### config.mk
export PLATFORM = sky130hd
export DESIGN_NAME = opf_front
export DESIGN_NICKNAME = d
export VERILOG_FILES = /design/src/design/opf_pkg.sv /design/src/design/opf_front.sv
export SDC_FILE = /design/constraint.sdc
export NUM_CORES = 1
export LEC_CHECK = 0
export BUFFER_PORTS_ARGS = -buffer_cell sky130_fd_sc_hd__buf_2
export CAP_MARGIN = 20
export CORE_UTILIZATION = 34
export CTS_CLUSTER_SIZE = 16
export DETAILED_ROUTE_END_ITERATION = 12
export GPL_ROUTABILITY_DRIVEN = 0
export PLACE_DENSITY = 0.69
export SYNTH_ARGS = -nofsm -noshare
export SYNTH_HDL_FRONTEND = slang
export SYNTH_SLANG_ARGS = --single-unit
### constraint.sdc
create_clock -name clock -period 9.6 [get_ports clock]
set_input_delay 0.96 -clock clock [delete_from_list [all_inputs] [get_ports clock]]
set_output_delay 0.96 -clock clock [all_outputs]
set_load 0.01 [all_outputs]
### src/design/opf_pkg.sv
// opf_pkg: shared types and constants of the outline path flattener
// no dependencies; imported by every module of the block but opf_fifo

package opf_pkg;

   typedef enum logic [1:0] {
      OP_MOVE  = 2'd0,
      OP_LINE  = 2'd1,
      OP_QUAD  = 2'd2,
      OP_CUBIC = 2'd3
   } opf_op_type;

   // side band of one point travelling down the lerp pipeline
   typedef struct packed {
      logic valid;
      logic start;
      logic last;
   } opf_tag_type;

   // lerp weights in tenths
   localparam logic [3:0] K_SCALE = 4'd10;
   localparam logic [3:0] K_EARLY = 4'd2;
   localparam logic [3:0] K_HALF  = 4'd5;
   localparam logic [3:0] K_LATE  = 4'd7;

   // register stages of one lerp unit
   localparam int LERP_STAGES = 3;

endpackage

### src/design/opf_front.sv
// opf_front: accepts path commands, tracks the pen, precomputes quadratic midpoints
// depends on opf_pkg; feeds the command queue

module opf_front #(
   parameter int COORD_BITS = 24
) (
   input  logic                         clock,
   input  logic                         reset,
   input  logic                         req_push,
   output logic                         req_full,
   input  logic [1:0]                   req_operation,
   input  logic signed [COORD_BITS-1:0] req_ctrl1_x,
   input  logic signed [COORD_BITS-1:0] req_ctrl1_y,
   input  logic signed [COORD_BITS-1:0] req_ctrl2_x,
   input  logic signed [COORD_BITS-1:0] req_ctrl2_y,
   input  logic signed [COORD_BITS-1:0] req_end_x,
   input  logic signed [COORD_BITS-1:0] req_end_y,
   input  logic                         cmd_full,
   output logic                         cmd_push,
   output logic [2+8*COORD_BITS-1:0]    cmd_data
);

   import opf_pkg::*;

   localparam int C = COORD_BITS;

   logic signed [C-1:0] pen_x_ff, pen_x_in;
   logic signed [C-1:0] pen_y_ff, pen_y_in;
   logic signed [C-1:0] mid_x, mid_y, slot1_x, slot1_y;
   opf_op_type          op;

   // (pen + 2*ctrl + end) / 4, truncated toward zero
   function automatic logic signed [C-1:0] quad_mid(logic signed [C-1:0] p0,
                                                    logic signed [C-1:0] p1,
                                                    logic signed [C-1:0] p2);
      logic signed [C+1:0] sum;
      logic signed [C+1:0] biased;
      sum    = {{2{p0[C-1]}}, p0} + {p1[C-1], p1, 1'b0} + {{2{p2[C-1]}}, p2};
      biased = sum + {{C{1'b0}}, sum[C+1], sum[C+1]};
      return biased[C+1:2];
   endfunction

   assign op       = opf_op_type'(req_operation);
   assign req_full = cmd_full;
   assign cmd_push = req_push && !cmd_full;

   assign mid_x   = quad_mid(pen_x_ff, req_ctrl1_x, req_end_x);
   assign mid_y   = quad_mid(pen_y_ff, req_ctrl1_y, req_end_y);
   // a quadratic only needs its midpoint in the first control slot
   assign slot1_x = (op == OP_QUAD) ? mid_x : req_ctrl1_x;
   assign slot1_y = (op == OP_QUAD) ? mid_y : req_ctrl1_y;

   assign cmd_data = {req_operation, pen_x_ff, pen_y_ff, slot1_x, slot1_y,
                      req_ctrl2_x, req_ctrl2_y, req_end_x, req_end_y};

   assign pen_x_in = cmd_push ? req_end_x : pen_x_ff;
   assign pen_y_in = cmd_push ? req_end_y : pen_y_ff;

   always_ff @(posedge clock) begin
      if (reset) begin
         pen_x_ff <= '0;
         pen_y_ff <= '0;
      end else begin
         pen_x_ff <= pen_x_in;
         pen_y_ff <= pen_y_in;
      end
   end

endmodule

Word level (Yosys, flattened, before mapping)
Cells that the tools add are included.
- reductions and logical operators: 2
- eq/ne operators: 1
- add/subtract/negate cells: 6
- muxes and demuxes: 2
- operators by type and width (operator ; number):
    $add A24 B25 Y26 ; 2
    $add A26 B2 Y26 ; 2
    $add A26 B26 Y26 ; 2
    $mux W24 ; 2
    $eq A2 B2 Y1 const B ; 1
    $logic_and A1 B1 Y1 ; 1
    $logic_not A1 Y1 ; 1
- word-level logic and storage cells: 13
- bits of input ports: 150
- register bits after elaboration: 48
- output and inout bits: 196

Logic depth before layout (Yosys ltp)
- word-level depth: 4
- mapped depth: 21
- gate-level depth less buffers: 20

Worst setup path before layout
OpenSTA, ideal clock, no wires.
- path kind: input to output
- from: input port req_ctrl1_x[0]
- to: output port cmd_data[141]
- arrival: 5611 ps
- buffers on the path: 0
- stages on the path: 20
- required time: 8640 ps
- path slack: 3029 ps
- cell sequence: fa_1 ha_1 inv_1 fa_1 nor2b_1 o2111ai_1 a21o_1 o21ai_1 a211o_1 xor2_1 ha_1 nand2_1 or3b_1 a211o_1 nand3_1 mux2i_1 or4_1 nor4_1 nor2_1 a221o_1
- cells in the longest elaborated chain, start to end: 4
- RTL lines (element ; line ; text):
    start, declared ; opf_front.sv:12 ; input logic signed [COORD_BITS-1:0] req_ctrl1_x,
    $add A24 B25 Y26 ; opf_front.sv:38 ; sum = {{2{p0[C-1]}}, p0} + {p1[C-1], p1, 1'b0} + {{2{p2[C-1]}}, p2};
    $add A26 B26 Y26 ; opf_front.sv:38 ;
    $add A26 B2 Y26 ; opf_front.sv:39 ; biased = sum + {{C{1'b0}}, sum[C+1], sum[C+1]};
    $mux W24 ; opf_front.sv:50 ; assign slot1_x = (op == OP_QUAD) ? mid_x : req_ctrl1_x;
    end, declared ; opf_front.sv:20 ; output logic [2+8*COORD_BITS-1:0] cmd_data
Every way passes these cells.

Worst setup path in the final report
Ends and elaborated chain as after synthesis.

==> key figures <==
STA
  – Clock skew: 0 ns
  – Post-layout minimum cycle time: between 7 and 8 ns
  – Setup TNS: 0 ns
  – Fmax: ~140 MHz
  – Unrepaired setup endpoints after global routing: no
  – Relative slew slack: between 30% and 40%
  – Tcrit/Tclk final: just under 80%
  – Slew Limit Fails: 0
  – Final setup fails: 0
  – Worst hold slack: roughly 0.48 ns
  – Final count of hold timing violations: 0
  – Final worst slack: 2.207 ns
  – Worst-Margin Slew: between 1 and 1.5 ns

Routing
  – Drt wl/cell: roughly 16 um
  – Drt pass-1 iters: 5
  – DRC viols: 0
  – Vias: slightly above 8,000
  – Routed Antenna Nets: 0
  – Vias per cell: about 5.3
  – WL final: ~24,000 um
  – Iter 0 DRT Violations: 544

Clock tree
  – # clock sinks: 48
  – H-tree depth: 2
  – CTS clk-pin slew, worst paths: roughly 0.08 ns
  – CTS root buf: clkbuf_16
  – Clock buffer count from CTS: 5
  – Clock latency on the worst-skew pair: just over 0.3 ns
  – Max Root-Sink Buffers: 2
  – CTS tree: done
  – Post-CTS setup buffers: 0
  – CTS hold repair buffers: 0
  – # resized after CTS: 0

Floorplan
  – Chip Width: 157.7 um
  – Io pins: between 300 and 400
  – Initial core utilization: 34.92%
  – Core Box Area: around 0.024 sq mm
  – Rows: 56
  – Die height: 157.7 um
  – Die area: 0.02488 sq mm

Placed design
  – I/O Buffers: 249
  – Pre-CTS setup slack: approximately 2.2 ns
  – Dpl hpwl: ~19,000 um

Yosys
  – Post-synthesis cell type count: 74
  – Cell with the most instances after synthesis: nand2_1
  – Post-Syn Nets: roughly 1,400
  – Number of synthesized flops with an enable pin: 0
  – #FFs+latches synth: between 40 and 50
  – Top_reg_cell synth: dfxtp_1
  – Post-synth top cells: 200 x nand2_1, 99 x buf_4, 97 x a21oi_1
  – Leading area contributor after synthesis: fa_1
  – Sequential share of the synthesized area: about an eighth
  – Post-Synthesis Cells: roughly 1,100
  – Ys Warns: 0
  – Dominant cells by area after synthesis: fa_1 12%, dfxtp_1 12%, nand2_1 9.1%
  – Syn Area/Cell: around 7.3 sq um
  – Post-synthesis cell area: approximately 0.0082 sq mm
  – Synth top area share: approximately 12%
  – Async SR Flop Fraction: 0%

Pwr
  – Worst vdd rail ir drop: 0.07572 mV
  – PD cells: approximately 140 mW/mm^2
  – Total power: about 1300 uW
  – Leak: around 0.0042 uW

Layout
  – Final Util: 38.91%
  – Synth-to-layout area growth: 11.43%
  – Layout Nets: ~1,500
  – Share of cells above drive strength 1: between 20% and 30%
  – Ant. Diodes: 0

Setup path
  – CP startpoint kind: input port
  – RR Startpoint: pen_y_ff[23]
  – Worst endpoint data arrival time: between 6 and 7 ns
  – CP max stage cell: or4_1
  – Critical Path Start: req_ctrl1_x[0]
  – Reg2Reg Depth: 2
  – Worst setup path endpoint: cmd_data[141]
  – Critical Path RT: 8.64 ns
  – Cell chain of the critical path: buf_2 > fa_1 > ha_1 > inv_1 > fa_1 > nor2b_1 > o2111ai_1 > a21o_1 > o21ai_1 > a211o_1 > xor2_1 > ha_1 > nand2_1 > or3b_1 > a211o_1 > nand3_1 > mux2i_1 > or4_1 > nor4_1 > nor2_1 > a221o_1 > buf_2
  – Type of the worst setup path: in2out
  – R2R Setup Slk: ~8.9 ns
  – Largest stage delay on the critical path: 0.61 ns
  – Crit Path Max Fanout: 7
  – Crit. End Element: output pin
  – Crit Reg-Reg Endpoint: pen_y_ff[23]

Min path
  – Hold crit path type: reg2reg

Global route
  – First-pass GRT wire length: between 30,000 and 40,000 um
  – Initial antenna violation count: 0
  – Aggregate global-route resource usage: 19.36%
  – Number of global-route vias before repair: 7,531
  – Largest net degree at the start of global routing: a little over 90
  – Total gr overflow: 0

Job
  – Max Cap Viol: 0

Outcome
  – Status: finished clean
-- final cells by class --
cell class | count | area (sq um)
Sequential cell | 48 | 960.9
Clock buffer | 6 | 138.9
Multi-Input combinational cell | 899 | 6233
Inverter | 28 | 105.1
Tap cell | 319 | 399.1
Timing Repair Buffer | 255 | 1311
Fill cell | 2483 | 14430
Clock inverter | 2 | 38.79
-- registers in the layout, indices dropped and copies added (netlist names) --
signal	count
pen_y_ff	24
pen_x_ff	24
-- cells by family (layout without fill, tap and decap cells) --
kind of cell               count (synthesis)  in the layout  synth area share [%]
adders and majority gates                102            102                 20.03
DFF                                       48             48                 11.65
xor gates and xnor gates                  61             61                 6.479
AOI/OAI and AO/OA                        280            280                 21.97
and+or+nand+nor                          450            450                 26.31
muxes                                      6              6                0.7436
buffers and inverters                    178            291                 12.81
-- through the flow --
stage / cells / instance area (sq um)
6_report: 1557 / 9188
5_1_grt: 1557 / 9188
3_5_place_dp: 1548 / 8982
2_1_floorplan: 1125 / 8245
4_1_cts: 1556 / 9160
3_3_place_gp: 1548 / 8982
-- critical path: cells and delay by family --
family / cells / cell delay (ns)
AO/OA/AOI/OAI: 6 / 1.50
buffers and inverters: 3 / 0.32
multiplexers: 1 / 0.17
XOR/XNOR: 1 / 0.32
adder cells (fa/ha/maj): 4 / 1.34
AND/OR/NAND/NOR: 7 / 1.81
-- layer usage --
layer,part of all wire [%],wire (um),track usage (%)
met1,42,10300,22.84
met2,49,12050,35.22
met3,5.7,1385,2.655
met4,2.6,643,7.305
met5,0,0,0
-- layout by cell type (no fill, tap or decap), drive strengths merged, types with 9 or more instances in the layout --
cell / netlist / routed
a21o: 17 / 17
a21oi: 97 / 97
a31oi: 11 / 11
and2: 11 / 11
and3: 17 / 17
and4: 10 / 10
buf: 113 / 255
dfxtp: 48 / 48
fa: 50 / 50
ha: 52 / 52
inv: 28 / 28
nand2: 200 / 200
nand2b: 12 / 12
nand3: 36 / 36
nand4: 22 / 22
nor2: 57 / 57
nor2b: 9 / 9
nor3: 29 / 29
nor4: 9 / 9
o211ai: 9 / 9
o21ai: 68 / 68
or3: 10 / 10
xnor2: 38 / 38
xor2: 23 / 23
-- worst min-delay path by stage --
stage	startpoint	to	cells past startpoint
after floorplan	pen_x_ff[0]	pen_x_ff[0]	2
after global placement	pen_x_ff[0]	pen_x_ff[0]	2
after detailed placement	pen_y_ff[20]	pen_y_ff[20]	2
after CTS	pen_x_ff[20]	pen_x_ff[20]	2
after global routing	pen_x_ff[8]	pen_x_ff[8]	2
final	pen_y_ff[12]	pen_y_ff[12]	2
-- where the power goes --
| group | internal [uW] | total, uW | switching (uW) |
|---|---|---|---|
| clock network | 131 | 227 | 95.8 |
| logic | 339 | 871 | 532 |
| registers | 208 | 216 | 8.20 |
Power figures use the tool's default switching activity.
