--- config.mk ---
export PLATFORM = sky130hd
export DESIGN_NAME = opf_fifo
export DESIGN_NICKNAME = d
export VERILOG_FILES = /design/src/design/opf_fifo.sv
export SDC_FILE = /design/constraint.sdc
export NUM_CORES = 1
export LEC_CHECK = 0
export BUFFER_PORTS_ARGS = -buffer_cell sky130_fd_sc_hd__buf_2
export CAP_MARGIN = 20
export CORE_MARGIN = 2
export CORE_UTILIZATION = 60
export DETAILED_ROUTE_END_ITERATION = 16
export GPL_ROUTABILITY_DRIVEN = 0
export HOLD_SLACK_MARGIN = 0.05
export PLACE_DENSITY = 0.93
export SYNTH_ARGS = -nofsm -noshare
export SYNTH_HDL_FRONTEND = slang
export SYNTH_SLANG_ARGS = --single-unit
--- constraint.sdc ---
create_clock -name clock -period 5.9 [get_ports clock]
set_clock_uncertainty 0.1 [all_clocks]
set_input_delay 0.59 -clock clock [delete_from_list [all_inputs] [get_ports clock]]
set_output_delay 0.59 -clock clock [all_outputs]
set_load 0.02 [all_outputs]
--- src/design/opf_fifo.sv ---
// opf_fifo: small register fifo with fall-through read
// depends on nothing; used for the command queue and the point queue

module opf_fifo #(
   parameter int WIDTH = 8,
   parameter int DEPTH = 4
) (
   input  logic             clock,
   input  logic             reset,
   input  logic             push,
   input  logic [WIDTH-1:0] din,
   output logic             full,
   input  logic             pop,
   output logic [WIDTH-1:0] dout,
   output logic             empty
);

   localparam int AW = (DEPTH > 1) ? $clog2(DEPTH) : 1;
   localparam int CW = $clog2(DEPTH + 1);

   logic [WIDTH-1:0] mem_ff [DEPTH];
   logic [AW-1:0]    wr_ptr_ff, wr_ptr_in;
   logic [AW-1:0]    rd_ptr_ff, rd_ptr_in;
   logic [CW-1:0]    count_ff, count_in;
   logic             do_push, do_pop;

   assign full    = (count_ff == CW'(DEPTH));
   assign empty   = (count_ff == '0);
   assign do_push = push && !full;
   assign do_pop  = pop && !empty;
   assign dout    = mem_ff[rd_ptr_ff];

   always_comb begin
      wr_ptr_in = wr_ptr_ff;
      rd_ptr_in = rd_ptr_ff;
      count_in  = count_ff;
      if (do_push) begin
         wr_ptr_in = (wr_ptr_ff == AW'(DEPTH - 1)) ? '0 : wr_ptr_ff + 1'b1;
      end
      if (do_pop) begin
         rd_ptr_in = (rd_ptr_ff == AW'(DEPTH - 1)) ? '0 : rd_ptr_ff + 1'b1;
      end
      if (do_push && !do_pop) begin
         count_in = count_ff + 1'b1;
      end else if (do_pop && !do_push) begin
         count_in = count_ff - 1'b1;
      end
   end

   always_ff @(posedge clock) begin
      if (reset) begin
         wr_ptr_ff <= '0;
         rd_ptr_ff <= '0;
         count_ff  <= '0;
      end else begin
         wr_ptr_ff <= wr_ptr_in;
         rd_ptr_ff <= rd_ptr_in;
         count_ff  <= count_in;
      end
   end

   always_ff @(posedge clock) begin
      if (do_push) begin
         mem_ff[wr_ptr_ff] <= din;
      end
   end

endmodule

# After elaboration in Yosys (flattened, before gate mapping)
# Memories as Yosys holds them, arrays and structs flattened. A register that Yosys moved wholly into a read port is not among the register bits.
# Cells that the tools add are included.
totals:
  register_bits: 7
  ram_bits: 32
  output_inout_bits: 10
  memories: 1
memory_table:
  columns: ["memory", "depth", "word_bits", "rd", "rd_ports_with_merged_regs", "write_ports", "line_no", "source"]
  rows:
  - ["mem_ff", 4, 8, 1, 1, 1, "21", "logic [WIDTH-1:0] mem_ff [DEPTH];"]
op_classes:
  n_addsub: 4
  eq_ne: 3
  mux: 8
  reduce_logical: 10
ops:
  columns: ["operator", "count"]
  rows:
  - ["2-bit two-way mux", 4]
  - ["3-bit two-way mux", 2]
  - ["2-bit by 1-bit adder with 2-bit output (second input constant)", 2]
  - ["2-bit == test (second input constant)", 2]
  - ["1-bit logical AND", 4]
  - ["1-bit logical NOT", 4]
  - ["3-bit by 1-bit adder with 3-bit output (second input constant)", 1]
  - ["3-bit == test (second input constant)", 1]
  - ["3-bit logical NOT", 1]
  - ["3-bit by 1-bit subtractor with 3-bit output (second input constant)", 1]
  - ["1-bit two-way mux", 2]
  - ["2-bit nonzero test", 1]

# Logic depth before layout (Yosys ltp)
# Gate-level depths: netlist of the first run.
depth:
  ltp_word: 7
  ltp_mapped: 10

# Worst setup path after synthesis of the first run
# No wires, ideal clock.
synth_path:
  path_type: "register to register"
  start: "register count_ff[0]"
  end: "register count_ff[2]"
  arrival_ns: 2.124
  t_required_ns: 5.730
  path_slack_ns: 3.606
  path_stages_with_launch: 11
  path_buffers: 1
  period_less_slack_ns: 2.294
  cell_sequence: "dfxtp_1 -> or3b_1 -> buf_6 -> clkinv_4 -> nor2_2 -> ha_1 -> inv_1 -> fa_1 -> xor2_1 -> or3_2 -> a21oi_1"
synth_between:
  elab_chain_cells: 6
  word_cells_on_any_way: 15
  cone_classes: "add/sub (2); eq/ne (1); mux (2); reduce/logical (10)"
synth_rtl:
  columns: ["item", "line_no", "source"]
  rows:
  - ["start: declaration", "24", "logic [CW-1:0] count_ff, count_in;"]
  - ["start signal: assignment", "58", "count_ff <= count_in;"]
  - ["3-bit == test (*)", "27", "assign full = (count_ff == CW'(DEPTH));"]
  - ["named net full", "12", "output logic full,"]
  - ["1-bit logical NOT (*)", "29", "assign do_push = push && !full;"]
  - ["1-bit logical AND (*)", "29", null]
  - ["named net do_push", "25", "logic do_push, do_pop;"]
  - ["1-bit logical NOT", "45", "end else if (do_pop && !do_push) begin"]
  - ["1-bit logical AND", "45", null]
  - ["2-bit nonzero test (no source line)", null, null]
# The timed path passes the listed nets; every way through them passes the cells marked *. The select of a mux whose other input is x is not followed.
# A chain may end at the register's enable or synchronous reset.

# Worst setup path after layout of the first run
layout_path:
  start: "register count_ff[0]"
  end: "register count_ff[2]"
layout_between:
  elab_chain_cells: 6
  word_cells_on_any_way: 15
  cone_classes: "add/sub (2); eq/ne (1); mux (2); reduce/logical (10)"
layout_rtl:
  columns: ["item", "line_no"]
  rows:
  - ["3-bit == test (*)", "27"]
  - ["1-bit logical NOT (*)", "29"]
  - ["1-bit logical AND (*)", "29"]
  - ["named net do_push", "25"]
  - ["1-bit logical NOT", "45"]
  - ["1-bit logical AND", "45"]
  - ["2-bit nonzero test (no source line)", null]
# Marks and branches as above.

==> results.ini, run 1 <==
[outcome]
run_status=complete, no violations

[clock_tree]
root_buffer=clkbuf_4
clkLatencyLatePin_ns=0.35
cts_tree=built
clk_path_buf_depth=2
clk_pin_slew_ns=0.11
post_cts.repair.setup_buffers=0
cts_sinks=41
cts_hold_buffers=0
ctsResizeCount=0
cts_buffers=5
cts_max_level=2

[global_route]
grt_pass1_wl_um=4305
grt_pass1_vias=928
antenna_found_initial=0
use_met1=0.1961
track_usage=0.1944
overflow=0
met2_usage=0.3412
grt_max_degree=13
top_usage_layer=met2
grtUsageMet3=0.08525

[finish]
drive_gt1_frac=0.3932
nets=135
diodes=0
fillerInstances=174
final_cell_mix=32 x edfxtp_1, 21 x buf_2, 9 x dfxtp_1
final_common_cell=edfxtp_1
synthToLayoutAreaGrowth_pct=11.48

[place]
place_ws_ns=3.405
dp_hpwl_um=1856
port_buffers=21

[synthesis]
ys_seq_elements=41
netlist_area_sq_um=1645
syn_avg_cell_area_sq_um=17.88
synth_top_cell_area_share=0.5840
synth.largest_area_cell=edfxtp_1
syn_inst=92
synth_edf_count=32
synth_cell_types=26
synth_ff_type=edfxtp_1
ys_seq_area_frac=0.6935
synthArstFlopShare=0
syn-num-nets=111
synthTopCellsByArea=edfxtp_1 58%, dfxtp_1 11%, mux4_2 11%, ha_1 4.6%, and3_2 1.8%
ys_warn_count=0

[floorplanning]
fp.dieW_um=56.37
die_h_um=56.37
num_io_pins=22
dieArea_sq_um=3177
core_area_sq_um=2545
std_cell_rows=18
start_util=0.6465

[drt]
routed_wirelength_um=2627
vias=844
dr.pass1.iters=2
drt_iter0_drc=7
wl_per_cell_um=17.87
ant_nets=0
vias_per_cell=5.741
drc=0

[setup_path]
crit_path_top_delay_cell=dfxtp_1
worstPathRequired_ns=6.09
path_cells=or3b_1, clkinv_4, nor2_2, ha_1, inv_1, fa_1, xor2_1, or3_2, a21oi_1
critPathLaunchType=register
cp.arrival_ns=2.73
crit_fanout=7
slowest_delay_ns=0.47
endpoint_kind=register
critPathKind=reg2reg

[timing]
hold_viol_final=0
final.min_clock_period_ns=2.536
setup_slack_ns=3.364
max_freq_ghz=0.3944
drv_slew=0
worst_pin_slew_ns=0.5547
rsz0062_at_grt=no
finalCritPeriodShare=0.4297
slew_headroom=0.6297
setup_viol=0
setup-tns-final_ns=0

[pwr]
ir_drop_mv=0.3060
p_leak_nw=0.6872
power_density_nw_per_um2=406.8

[flow_run]
drv_cap=0

[hold_path]
hold_path.class=in2reg

worst max-delay path: cells and delay by family (launching register included):
family,cells,cell delay (ns)
DFF,1,0.47
xor gates and xnor gates,1,0.16
AOI/OAI and AO/OA,1,0.15
and+or+nand+nor,3,0.88
buffers and inverters,2,0.15
adders and majority gates,2,0.56
stage by stage:
stage,cell area (sq um),hold slack (ns),total power [mW],util,std cells
floorplan,1645,0.3634,0.5436,-,92
global placement,1764,0.3756,0.5870,0.6932,139
detailed placement,1764,0.4218,0.6012,0.6932,139
CTS,1834,0.3262,0.7561,0.7207,147
global route,1834,0.3173,0.7888,0.7207,147
finish,1834,0.3482,0.7462,0.7207,147
final cells by class:
type | count | area (sq um) | share of cell area
Clock buffer | 7 | 65.06 | 0.03547
Clock inverter | 1 | 5.005 | 0.002729
Inverter | 5 | 23.77 | 0.01296
Multi-Input combinational cell | 42 | 456.7 | 0.2490
Sequential cell | 41 | 1141 | 0.6221
Tap cell | 30 | 37.54 | 0.02046
Timing Repair Buffer | 21 | 105.1 | 0.05730
power breakdown:
part | switching, mW | leakage [nW] | internal [mW]
logic | 0.109 | 0.279 | 0.0942
clock network | 0.0844 | 0.0413 | 0.0691
registers | 0.0375 | 0.367 | 0.352
cells by family after synthesis:
logic type      Yosys count  share of synthesized area
flops                    41                     0.6935
xor+xnor                  2                    0.01065
buf+inv                   9                    0.02889
simple gates             16                    0.05704
compound gates            7                    0.03041
mux                      10                     0.1217
fa+ha+maj                 7                    0.05779
Yosys cell counts (2+ instances only):
master,number
a21oi_1,3
and3_2,4
dfxtp_1,9
edfxtp_1,32
ha_1,6
inv_1,4
mux2i_1,2
mux4_2,8
nand3_1,2
nor2_1,3
nor3_1,2
o31ai_2,2
xor2_1,2
sequential cells by signal, indices dropped and copies added (netlist names), named ones only:
register,flops
wr_ptr_ff,2
count_ff,3
mem_ff,32
rd_ptr_ff,2
worst paths after layout:
kind,endpoint,depth (start not counted),slack (ns),startpoint
min reg2reg,register,2,0.43,rd_ptr_ff[0]$_SDFFE_PP0P_
max reg2reg,count_ff[2]$_SDFFE_PP0P_,9,3.36,count_ff[0]$_SDFFE_PP0P_
max,count_ff[2]$_SDFFE_PP0P_,9,3.36,count_ff[0]$_SDFFE_PP0P_
min,mem_ff[3][4]$_DFFE_PP_,1,0.35,din[4]
routing by layer:
metal  part of all wire  vias to the layer above
li1                   -                      401
met1               0.38                      417
met2               0.55                       21
met3              0.053                        5
met4              0.018                        0
met5                  0                        -
Power figures use the tool's default switching activity.
==> run 2: changes to the inputs <==
--- a/config.mk
+++ b/config.mk
@@ -8,11 +8,11 @@
 export BUFFER_PORTS_ARGS = -buffer_cell sky130_fd_sc_hd__buf_2
 export CAP_MARGIN = 20
 export CORE_MARGIN = 2
-export CORE_UTILIZATION = 60
+export CORE_UTILIZATION = 50
 export DETAILED_ROUTE_END_ITERATION = 16
 export GPL_ROUTABILITY_DRIVEN = 0
 export HOLD_SLACK_MARGIN = 0.05
-export PLACE_DENSITY = 0.93
+export PLACE_DENSITY = 0.83
 export SYNTH_ARGS = -nofsm -noshare
 export SYNTH_HDL_FRONTEND = slang
 export SYNTH_SLANG_ARGS = --single-unit
==> constraint.sdc (replaced) <==
create_clock -name clock -period 2.25 [get_ports clock]
set_clock_uncertainty 0.1 [all_clocks]
set_input_delay 0.225 -clock clock [delete_from_list [all_inputs] [get_ports clock]]
set_output_delay 0.225 -clock clock [all_outputs]
set_load 0.02 [all_outputs]
==> run 2 against run 1 <==
Effect of this change: critical endpoint unchanged; wire length grew 1.3%; die area rose by 19%; final cell count rose by 20%; hold slack worse by 0.27 ns; power increased to 2.8 times the previous value; worst setup slack lost 3.2 ns; non-clock buffer count increased by 15; via count rose by 5.7%; register-to-register slack lost 3.2 ns; cell area is 11% higher; flip-flop and latch count is the same; clock-buffer cell count decreased by 1.
==> results.ini, run 2 (synthesized netlist as in run 1, its figures left out) <==
[outcome]
run_status=complete, no violations

[floorplanning]
std_cell_rows=20  ; +2
die_h_um=61.37  ; +8.9%
dieArea_sq_um=3766  ; +19%
fp.dieW_um=61.37  ; +8.9%
core_area_sq_um=3103  ; +22%
num_io_pins=22  ; unchanged
start_util=0.5302  ; -0.1163

[drt]
ant_nets=0  ; unchanged
vias=892  ; +5.7%
routed_wirelength_um=2662  ; +1.3%
dr.pass1.iters=4  ; +2
drt_iter0_drc=25  ; +18
wl_per_cell_um=15.13  ; -15%
drc=0  ; unchanged
vias_per_cell=5.068  ; -12%

[global_route]
grt_max_degree=14  ; +1
grt_pass1_wl_um=4284  ; -0.49%
overflow=0  ; unchanged
grt_pass1_vias=942  ; +1.5%
track_usage=0.1638  ; -0.03056
antenna_found_initial=0  ; unchanged

[finish]
regMostFlops=mem_ff
reg_top3=mem_ff: 32 flops, count_ff: 3 flops
nets=150  ; +11%
final_cell_mix=32 x edfxtp_1, 21 x buf_2, 8 x mux4_2, 8 x dlygate4sd3_1, 7 x buf_4
post-route-util=0.6544  ; -0.06631
synthToLayoutAreaGrowth_pct=23.42
fillerInstances=245  ; +41%
largest_reg_flops=32  ; unchanged
drive_gt1_frac=0.4470  ; +0.05381
diodes=0  ; unchanged
final_common_cell=edfxtp_1

[setup_path]
path_cells=or3b_4, clkinv_4, nor2_4, ha_2, inv_1, fa_2, xor2_1, or3_4, a21oi_2
crit_family=simple AND/OR/NAND/NOR gates
cp_num_cells=9  ; unchanged
worstReg2RegEnd=count_ff[2]$_SDFFE_PP0P_
slowest_delay_ns=0.36  ; -0.11 ns
critPathLaunchType=register
endpoint_kind=register
critPathCapture=count_ff[2]$_SDFFE_PP0P_
worst-r2r-cell-count=9  ; unchanged
critPathKind=reg2reg
crit_start=count_ff[2]$_SDFFE_PP0P_
crit_fanout=3  ; -4
worstPathRequired_ns=2.41  ; -3.68 ns
critPathBufInv=2  ; unchanged
cp.arrival_ns=2.29  ; -0.44 ns
timing.rr.start=count_ff[2]$_SDFFE_PP0P_
r2r_setup_slack_ns=0.12  ; -3.24 ns
crit_path_top_delay_cell=dfxtp_4

[pwr]
power_density_nw_per_um2=1045  ; +160%
ir_drop_mv=0.5879  ; +92%
p_leak_nw=0.7610  ; +11%
power.total_mw=2.122  ; +180%

[clock_tree]
clkLatencyLatePin_ns=0.32  ; -0.03 ns
clk_path_buf_depth=2  ; unchanged
cts_buffers=5  ; unchanged
cts_max_level=2  ; unchanged
clk_pin_slew_ns=0.11  ; about the same
cts_sinks=41  ; unchanged
root_buffer=clkbuf_4
cts_tree=built

[timing]
drv_slew=0  ; unchanged
setup_viol=0  ; unchanged
worst_pin_slew_ns=0.4041  ; -0.1506 ns
slew_headroom=0.7303  ; +0.1005
setup-tns-final_ns=0  ; unchanged
finalCritPeriodShare=0.9464  ; +0.5166
final.min_clock_period_ns=2.129  ; -0.4062 ns
setup_slack_ns=0.1207  ; -3.244 ns
hold_viol_final=0  ; unchanged
rsz0062_at_grt=no
max_freq_ghz=0.4696  ; +19%

[place]
dp_hpwl_um=1748  ; -5.8%
port_buffers=21  ; unchanged
place_ws_ns=-0.06601  ; -3.471 ns

[flow_run]
drv_cap=0  ; unchanged

[hold_path]
hold_start=reset
hold_path.class=in2reg

[run 2: power breakdown]
group	internal (mW)	switching, mW	total [mW]
registers	0.933	0.0857	1.02
clock network	0.233	0.219	0.452
logic	0.325	0.326	0.651
total	1.49	0.631	2.12
[run 2: how the worst min path moves through the flow]
stage,endpoint,depth (start not counted)
after floorplan,mem_ff[0][0]$_DFFE_PP_,0
after global placement,mem_ff[2][1]$_DFFE_PP_,1
after detailed placement,mem_ff[2][3]$_DFFE_PP_,1
after CTS,count_ff[2]$_SDFFE_PP0P_,2
after global routing,count_ff[2]$_SDFFE_PP0P_,2
final,count_ff[2]$_SDFFE_PP0P_,2
[run 2: repair_timing]
item,in CTS,in global routing
endpoints found under the hold margin,32,0
setup endpoints to repair,1,1
hold buffers,8,0
resized for setup,6,5
setup buffers,2,1
pin swaps,0,1
[run 2: per-stage QoR]
step	cells	area, sq um	hold slack, ns
floorplan	92	1648	0.2239
global route	176	2031	0.07163
finish	176	2031	0.07502
CTS	175	2001	0.05906
global placement	157	1814	0.3347
detailed placement	157	1814	0.3471
[run 2: layout make-up]
class | instances | area (sq um) | share of cell area
Sequential cell | 41 | 1152 | 0.5675
Multi-Input combinational cell | 42 | 485.5 | 0.2391
Timing Repair Buffer | 36 | 237.7 | 0.1171
Tap cell | 44 | 55.05 | 0.02711
Clock buffer | 6 | 41.29 | 0.02033
Clock inverter | 2 | 35.03 | 0.01725
Inverter | 5 | 23.77 | 0.01171
[run 2: metal layers]
metal | routed length [um] | global-route usage | part of all wire
met4 | 12 | 0.06383 | 0.0045
met1 | 1080 | 0.1992 | 0.41
met2 | 1422 | 0.2827 | 0.53
met5 | 0 | 0 | 0
met3 | 146 | 0.03992 | 0.055
